[src/hdl/dq_pkg.sv]
// dq_pkg: command codes, error codes, fixed port widths and shared types
// for the double-ended queue; no dependencies
package dq_pkg;

    // fixed widths of the command and result fields
    localparam int CMD_W       = 3;
    localparam int OUT_VALUE_W = 32;
    localparam int OUT_COUNT_W = 9;
    localparam int ERR_W       = 2;

    // command codes
    localparam logic [CMD_W-1:0] CMD_QUERY      = 3'd0;
    localparam logic [CMD_W-1:0] CMD_PUSH_FRONT = 3'd1;
    localparam logic [CMD_W-1:0] CMD_PUSH_BACK  = 3'd2;
    localparam logic [CMD_W-1:0] CMD_POP_FRONT  = 3'd3;
    localparam logic [CMD_W-1:0] CMD_POP_BACK   = 3'd4;
    localparam logic [CMD_W-1:0] CMD_CLEAR      = 3'd5;

    // error codes
    localparam logic [ERR_W-1:0] ERR_NONE      = 2'd0;
    localparam logic [ERR_W-1:0] ERR_POP_EMPTY = 2'd1;
    localparam logic [ERR_W-1:0] ERR_PUSH_FULL = 2'd2;

    // command strobe from the sequencer to the pointer unit
    typedef struct packed {
        logic             step;
        logic [CMD_W-1:0] cmd;
    } ptr_ctrl_t;

    // status returned by the pointer unit
    typedef struct packed {
        logic [ERR_W-1:0] err;
        logic             is_empty;
    } ptr_status_t;

    // sequencer states
    typedef enum logic [2:0] {
        S_IDLE = 3'b001,
        S_READ = 3'b010,
        S_DONE = 3'b100
    } seq_state_t;

endpackage

[src/hdl/dq_ptr.sv]
// dq_ptr: ring pointer unit: front index, occupancy, error code and ram addresses
// depends on dq_pkg
module dq_ptr #(
    parameter int CAPACITY = 256
) (
    input  logic                          clk,
    input  logic                          rst_n,
    input  dq_pkg::ptr_ctrl_t             ctrl,
    output logic                          wr_en,
    output logic [$clog2(CAPACITY)-1:0]   wr_addr,
    output logic [$clog2(CAPACITY)-1:0]   front_addr,
    output logic [$clog2(CAPACITY)-1:0]   back_addr,
    output logic [$clog2(CAPACITY+1)-1:0] occupancy,
    output dq_pkg::ptr_status_t           status
);

    localparam int IDX_W = $clog2(CAPACITY);
    localparam int CNT_W = $clog2(CAPACITY + 1);
    localparam int SUM_W = IDX_W + 1;

    logic [IDX_W-1:0]         front_reg, front_next;
    logic [CNT_W-1:0]         occ_reg, occ_next;
    logic [dq_pkg::ERR_W-1:0] err_reg, err_next;

    logic             full, empty;
    logic [IDX_W-1:0] front_dec, front_inc, tail_addr;
    logic [SUM_W-1:0] tail_sum, last_sum;

    assign full  = (occ_reg == CNT_W'(CAPACITY));
    assign empty = (occ_reg == '0);

    // neighbors of the front position, wrapping at the ring ends
    assign front_dec = (front_reg == '0) ? IDX_W'(CAPACITY - 1) : front_reg - 1'b1;
    assign front_inc = (front_reg == IDX_W'(CAPACITY - 1)) ? '0 : front_reg + 1'b1;

    // slot after the back and the back itself, reduced modulo the capacity
    assign tail_sum  = {1'b0, front_reg} + SUM_W'(occ_reg);
    assign last_sum  = tail_sum - 1'b1;
    assign tail_addr = (tail_sum >= SUM_W'(CAPACITY)) ?
                       IDX_W'(tail_sum - SUM_W'(CAPACITY)) : IDX_W'(tail_sum);
    assign back_addr = (last_sum >= SUM_W'(CAPACITY)) ?
                       IDX_W'(last_sum - SUM_W'(CAPACITY)) : IDX_W'(last_sum);

    // command decode and next pointer state
    always_comb
    begin
        front_next = front_reg;
        occ_next   = occ_reg;
        err_next   = err_reg;
        wr_en      = 1'b0;
        wr_addr    = tail_addr;
        if (ctrl.step)
        begin
            err_next = dq_pkg::ERR_NONE;
            unique case (ctrl.cmd)
                dq_pkg::CMD_PUSH_FRONT:
                begin
                    if (full)
                    begin
                        err_next = dq_pkg::ERR_PUSH_FULL;
                    end
                    else
                    begin
                        front_next = front_dec;
                        occ_next   = occ_reg + 1'b1;
                        wr_en      = 1'b1;
                        wr_addr    = front_dec;
                    end
                end
                dq_pkg::CMD_PUSH_BACK:
                begin
                    if (full)
                    begin
                        err_next = dq_pkg::ERR_PUSH_FULL;
                    end
                    else
                    begin
                        occ_next = occ_reg + 1'b1;
                        wr_en    = 1'b1;
                    end
                end
                dq_pkg::CMD_POP_FRONT:
                begin
                    if (empty)
                    begin
                        err_next = dq_pkg::ERR_POP_EMPTY;
                    end
                    else
                    begin
                        front_next = front_inc;
                        occ_next   = occ_reg - 1'b1;
                    end
                end
                dq_pkg::CMD_POP_BACK:
                begin
                    if (empty)
                    begin
                        err_next = dq_pkg::ERR_POP_EMPTY;
                    end
                    else
                    begin
                        occ_next = occ_reg - 1'b1;
                    end
                end
                dq_pkg::CMD_CLEAR:
                begin
                    front_next = '0;
                    occ_next   = '0;
                end
                default:
                begin
                    // query and unused codes leave the front and occupancy alone; the error code is cleared above
                end
            endcase
        end
    end

    // pointer state registers
    always_ff @(posedge clk or negedge rst_n)
    begin
        if (!rst_n)
        begin
            front_reg <= '0;
            occ_reg   <= '0;
            err_reg   <= dq_pkg::ERR_NONE;
        end
        else
        begin
            front_reg <= front_next;
            occ_reg   <= occ_next;
            err_reg   <= err_next;
        end
    end

    assign front_addr      = front_reg;
    assign occupancy       = occ_reg;
    assign status.err      = err_reg;
    assign status.is_empty = empty;

endmodule

[config.mk]
export PLATFORM = sky130hd
export DESIGN_NAME = dq_ptr
export DESIGN_NICKNAME = d
export VERILOG_FILES = /design/src/hdl/dq_pkg.sv /design/src/hdl/dq_ptr.sv
export SDC_FILE = /design/constraint.sdc
export NUM_CORES = 1
export LEC_CHECK = 0
export BUFFER_PORTS_ARGS = -buffer_cell sky130_fd_sc_hd__buf_2
export CORE_ASPECT_RATIO = 1.1
export CORE_MARGIN = 8
export CORE_UTILIZATION = 51
export DETAILED_ROUTE_END_ITERATION = 6
export PLACE_DENSITY = 0.8
export SYNTH_ARGS = -nofsm -noshare
export SYNTH_HDL_FRONTEND = slang
export SYNTH_SLANG_ARGS = --single-unit
[constraint.sdc]
create_clock -name clk -period 2.5 [get_ports clk]
set_clock_uncertainty 0.2 [all_clocks]
set_input_delay 0.125 -clock clk [delete_from_list [all_inputs] [get_ports clk]]
set_output_delay 0.125 -clock clk [all_outputs]
set_load 0.005 [all_outputs]
* Yosys cells after proc, flatten, opt, wreduce, memory -nomap -nowiden *
Cells that the tools add are included.

cells by class
  mux-type cells = 19
  add/sub/neg operators = 8
  reductions and logical operators = 8
  equality and inequality tests = 11
  magnitude comparators = 2

operator list
  kind                   count
  $mux W8                9
  $pmux W9 S3            1
  $pmux W8 S3            1
  $sub A8 B1 Y8 const B  3
  $ge A9 B9 Y1 const B   2
  $mux W9                2
  $sub A9 B1 Y9 const B  2
  $add A8 B9 Y9          1
  $add A9 B1 Y9 const B  1
  $eq A9 B9 Y1 const B   1
  $logic_not A9 Y1       1
  $add A8 B1 Y8 const B  1
  $eq A8 B8 Y1 const B   1
  $logic_not A8 Y1       1
  $ne A2 B2 Y1 const B   4
  $reduce_and A4 Y1      2
  $eq A3 B2 Y1 const B   2
  $eq A3 B3 Y1 const B   2
  $reduce_bool A3 Y1     2
  $mux W1                4
  $pmux W2 S2            1
  $reduce_or A2 Y1       2
  $eq A3 B1 Y1 const B   1
  $mux W2                1

storage, ports and cells
  logic and storage cells = 51
  output and inout port bits = 37
  flip-flop bits (word level) = 19
  input port bits = 6

* Longest topological paths before layout *
  word-level depth = 6
  gate-level depth with buffers = 13
  mapped depth without buffers = 11

* Worst setup path before layout *
No wires, ideal clock.

  kind = in2reg
  from = input ctrl[2] in the netlist's numbering
  to = register occ_reg[8] (netlist: occupancy[8])
  buffers on the path = 2
  cell stages on the path = 13
  arrival = 2.430 ns
  library setup time = 0.069 ns
  setup slack = -0.199 ns
  required time = 2.231 ns
  path through = buf_2 -> and2b_2 -> nand2_1 -> clkbuf_8 -> o21ai_2 -> inv_1 -> fa_1 -> nor2b_1 -> o21a_1 -> a31oi_1 -> o2bb2ai_1 -> or4_1 -> nand3_1

between the ends
  word-level cells in the longest chain between the ends = 4
  elaborated cells on any way between the ends = 12
  classes of those cells = eq/ne (7); mux (1); reduce/logical (4)

RTL lines
  item                                                                 line           text
  start: declaration                                                   dq_ptr.sv:8    input dq_pkg::ptr_ctrl_t ctrl,
  $eq A3 B3 Y1, or another cell as far along                           dq_ptr.sv:55   unique case (ctrl.cmd)
  $reduce_or A2 Y1 (no line)                                           n/a
  $ne A2 B2 Y1 (no line) / $reduce_bool A3 Y1 (equally long branches)  n/a
  $reduce_and A4 Y1 (no line)                                          n/a
  end signal: assignment                                               dq_ptr.sv:130  occ_reg <= occ_next;
  end: declaration                                                     dq_ptr.sv:22   logic [CNT_W-1:0] occ_reg, occ_next;

Parallel ways exist; a longest one is shown, timed or not.
A chain may end at the register's enable or synchronous reset.

* Worst setup path after layout *
  from = register front_reg[1] (netlist: front_addr[1])
  to = output back_addr[7]

between the ends
  word-level cells in the longest chain between the ends = 4
  elaborated cells on any way between the ends = 5
  classes of those cells = add/sub (3); order compare (1); mux (1)

RTL lines
  item                                                  line                        text
  start: declaration                                    dq_ptr.sv:21                logic [IDX_W-1:0] front_reg, front_next;
  start signal: assignment                              dq_ptr.sv:129               front_reg <= front_next;
  $add A8 B9 Y9 *                                       dq_ptr.sv:37                assign tail_sum = {1'b0, front_reg} + SUM_W'(occ_reg);
  $sub A9 B1 Y9 *                                       dq_ptr.sv:38                assign last_sum = tail_sum - 1'b1;
  $sub A8 B1 Y8 / $ge A9 B9 Y1 (equally long branches)  dq_ptr.sv:42, dq_ptr.sv:41
  $mux W8 *                                             dq_ptr.sv:41                assign back_addr = (last_sum >= SUM_W'(CAPACITY)) ?
  end: declaration                                      dq_ptr.sv:12                output logic [$clog2(CAPACITY)-1:0] back_addr,

Mark *: on every way between the ends. The rest lies on a longest branch, timed or not.

==> impl_results.md <==
- Max Fclk: 0.374 GHz
- # nets final: 378
- Final worst setup slack: -0.177 ns
- Grt total ovfl: 0
- Slew @ Worst Pin: 0.611 ns
- CP delay by family, top: compound AO/OA/AOI/OAI gates
- Via count: 2449
- Worst Path Buf+Inv: 1
- YS warnings: 0
- Clock buffer depth: 2
- GRT Total Usage: 0.189
- Failing checks: negative setup slack
- Dpl hpwl: 4990 µm
- Top_reg_cell synth: dfrtp_1
- Slew Viols, Final: 0
- Yosys reg bits: 19
- Pwr dens: 1550 nW/µm²
- Fin Hold WS: 0.0223 ns
- Peak supply drop: 0.690 mV
- Core area: 4320 µm²
- DR DRC count: 0
- Die footprint: 6890 µm²
- PortBufs: 42
- Leading cell type in the layout, fill and taps excluded: buf_2
- Die Y: 86.3 µm
- Initial antenna violation count: 0
- Initial drt markers: 218
- Setup repair after global routing missed its margin: true
- Row count: 25
- CTS root buf: clkbuf_8
- Synth cell types: 61
- Routed Antenna Nets: 0
- Vias in the first global route: 2343
- Slowest cell on crit path: dfrtp_1
- Post-synth EDFFs: 0
- Max reg flops: 9
- Max-Cap Viols: 0
- Clk_lat worst skew: 0.27 ns
- Post-synthesis sequential area ratio: 0.208
- Pin count of the biggest net entering global routing: 20
- Number of buffers created by CTS: 3
- Worst Hold Class: in -> reg
- DP Worst Slack: -0.00454 ns
- Commonest cells after routing, fill and taps aside: 42 x buf_2, 34 x buf_4, 28 x nand2_1
- Post-Syn Instances: 284
- Ant diodes: 0
- Synthesized net count: 310
- Period Utilization, post-route: 1.07
- Min cycle time layout: 2.68 ns
- Crit path kind: reg -> out
- Largest stage delay, worst path: 0.42 ns
- Status: finished, violations left
- First-pass DRT Iterations: 4
- Reg2Reg Setup Slack: 0.15 ns
- Worst Path Required: 2.17 ns
- Mean Syn Cell Area: 8.06 µm²
- CTS HTree Levels: 1
- Fraction of layout cells with a size suffix above 1: 0.368
- Layout filler cell count: 359
- WL final: 6690 µm
- CTS sink count: 19
- Initial Utilization: 0.530
- CP Cell Sequence: ha_1, a21o_1, a31o_4, a211oi_4, a311oi_4, and4bb_1, xnor2_1, buf_2
- Synthesized area: 2290 µm²
- Crit-path max FO: 4
- Clk pin slew, worst setup/hold paths: 0.08 ns
- Ports: 43
- Slew margin rel.: 0.592
- Worst setup EP type: output pin
- CP Launch Type: flop
- Die width: 79.9 µm
- Worst Path Arrival: 2.35 ns
- Leakage power: 1.35 nW
- Area grow syn2layout: 29.1%
- Fraction of synthesis flops using an asynchronous set or reset pin: 1.00
- Vias per cell: 6.05
- First-pass GRT wire length: 10800 µm
- CTS tree: yes
- GP Congestion: 0.930
- Hold Vio Cnt, Final: 0
- Setup tns final: -0.612 ns
- Setup violations, final: 8
- Routed wire per std cell: 16.5 µm
==> cells in the mapped netlist (all sizes together), types with 2 or more instances <==
cell type  number  area, µm²
nand2          29        109
o41ai           3       26.3
and3            5       32.5
nor3            8       40.0
nand2b          3       26.3
a31o            2       17.5
nand3           9       45.0
nand4           2       12.5
ha             18        225
a21o            4       30.0
o21ai          32        168
nor2           17       63.8
a22oi           2       15.0
xnor2           7       61.3
buf            10       65.1
a31oi           6       37.5
mux2i           2       20.0
o211ai          3       27.5
a311oi          3       32.5
inv            13       48.8
and2            2       12.5
clkbuf          4       45.0
xor2            9       78.8
a21oi          15       75.1
o31ai           6       50.1
nor2b           9       56.3
o21a            4       30.0
a211oi          6       50.1
o2bb2ai         2       17.5
nor3b           2       15.0
dfrtp          19        475
a22o            3       27.5
and2b           3       26.3
a211o           2       17.5
fa              2       40.0
nor4            7       68.8
==> report_power, final <==
part           switching, mW  total [mW]  internal, mW  leakage (nW)
Combinational           1.93        3.75          1.82          1.08
Sequential             0.156       0.587         0.431         0.238
Clock                  0.114       0.225         0.111        0.0255
Total                   2.20        4.56          2.36          1.35
==> worst paths after layout <==
path                       cells after the start            end     startpoint
max in group asynchronous                      2   occupancy[7]          rst_n
hold / removal                                 3     err_reg[1]        ctrl[3]
setup / recovery                               8   back_addr[7]  front_addr[1]
hold reg to reg                                1     err_reg[1]     err_reg[1]
setup reg to reg                               9  front_addr[2]  front_addr[0]
min in group asynchronous                      2  front_addr[7]          rst_n
==> cell type report <==
type | count | area, µm² | area share
clock buffers | 3 | 41.3 | 0.0140
clock inverters | 1 | 5.00 | 0.00169
inverters | 13 | 48.8 | 0.0165
multi-input cells | 238 | 1840 | 0.623
flip-flops and latches | 19 | 475 | 0.161
well taps | 54 | 67.6 | 0.0229
repair buffers | 77 | 475 | 0.161
==> per-stage QoR <==
stage                     power [mW]  cells  instance area (µm²)   util
after floorplan                 2.53    284                 2310      -
after global routing            4.95    405                 2950  0.684
final                           4.56    405                 2950  0.684
after detailed placement        3.73    393                 2670  0.619
after CTS                       4.33    404                 2870  0.666
after global placement          3.66    393                 2670  0.619
==> worst register-to-register path, stage by stage, from the launching register on <==
cell and delay (ns):
dfrtp_1 0.39, buf_4 0.18, inv_2 0.07, ha_2 0.19, or4b_4 0.48, and2b_2 0.26, buf_4 0.13, o21ai_0 0.10
o21ai_0 0.14, a22o_1 0.15
==> per-layer routing <==
| metal | vias up | track usage | wire [µm] | share of wire |
|---|---|---|---|---|
| met4 | 0 | 0.0894 | 208 | 0.031 |
| met5 | - | 0 | 0 | 0 |
| li1 | 1187 | - | - | - |
| met3 | 19 | 0.0228 | 501 | 0.075 |
| met2 | 95 | 0.323 | 3290 | 0.49 |
| met1 | 1148 | 0.228 | 2690 | 0.40 |
==> cell families (layout without fill, tap and decap cells) <==
group / after synthesis / count (layout) / synth area share
simple gates: 103 / 103 / 0.249
buf+inv: 27 / 94 / 0.0694
xor+xnor: 16 / 16 / 0.0612
flops: 19 / 19 / 0.208
compound gates: 96 / 96 / 0.283
mux: 3 / 3 / 0.0137
fa+ha+maj: 20 / 20 / 0.116
==> repair_timing <==
| action | 4_1_cts | 5_1_grt |
|---|---|---|
| hold endpoints to repair | 19 | 0 |
| pin swaps | 9 | 7 |
| resized for setup | 21 | 17 |
| buffers inserted | 6 | 1 |
| cloned | 0 | 0 |
| endpoints found under the setup margin | 12 | 15 |
| hold buffers | 1 | 0 |
Note: power is estimated with default switching activity, not from simulation.
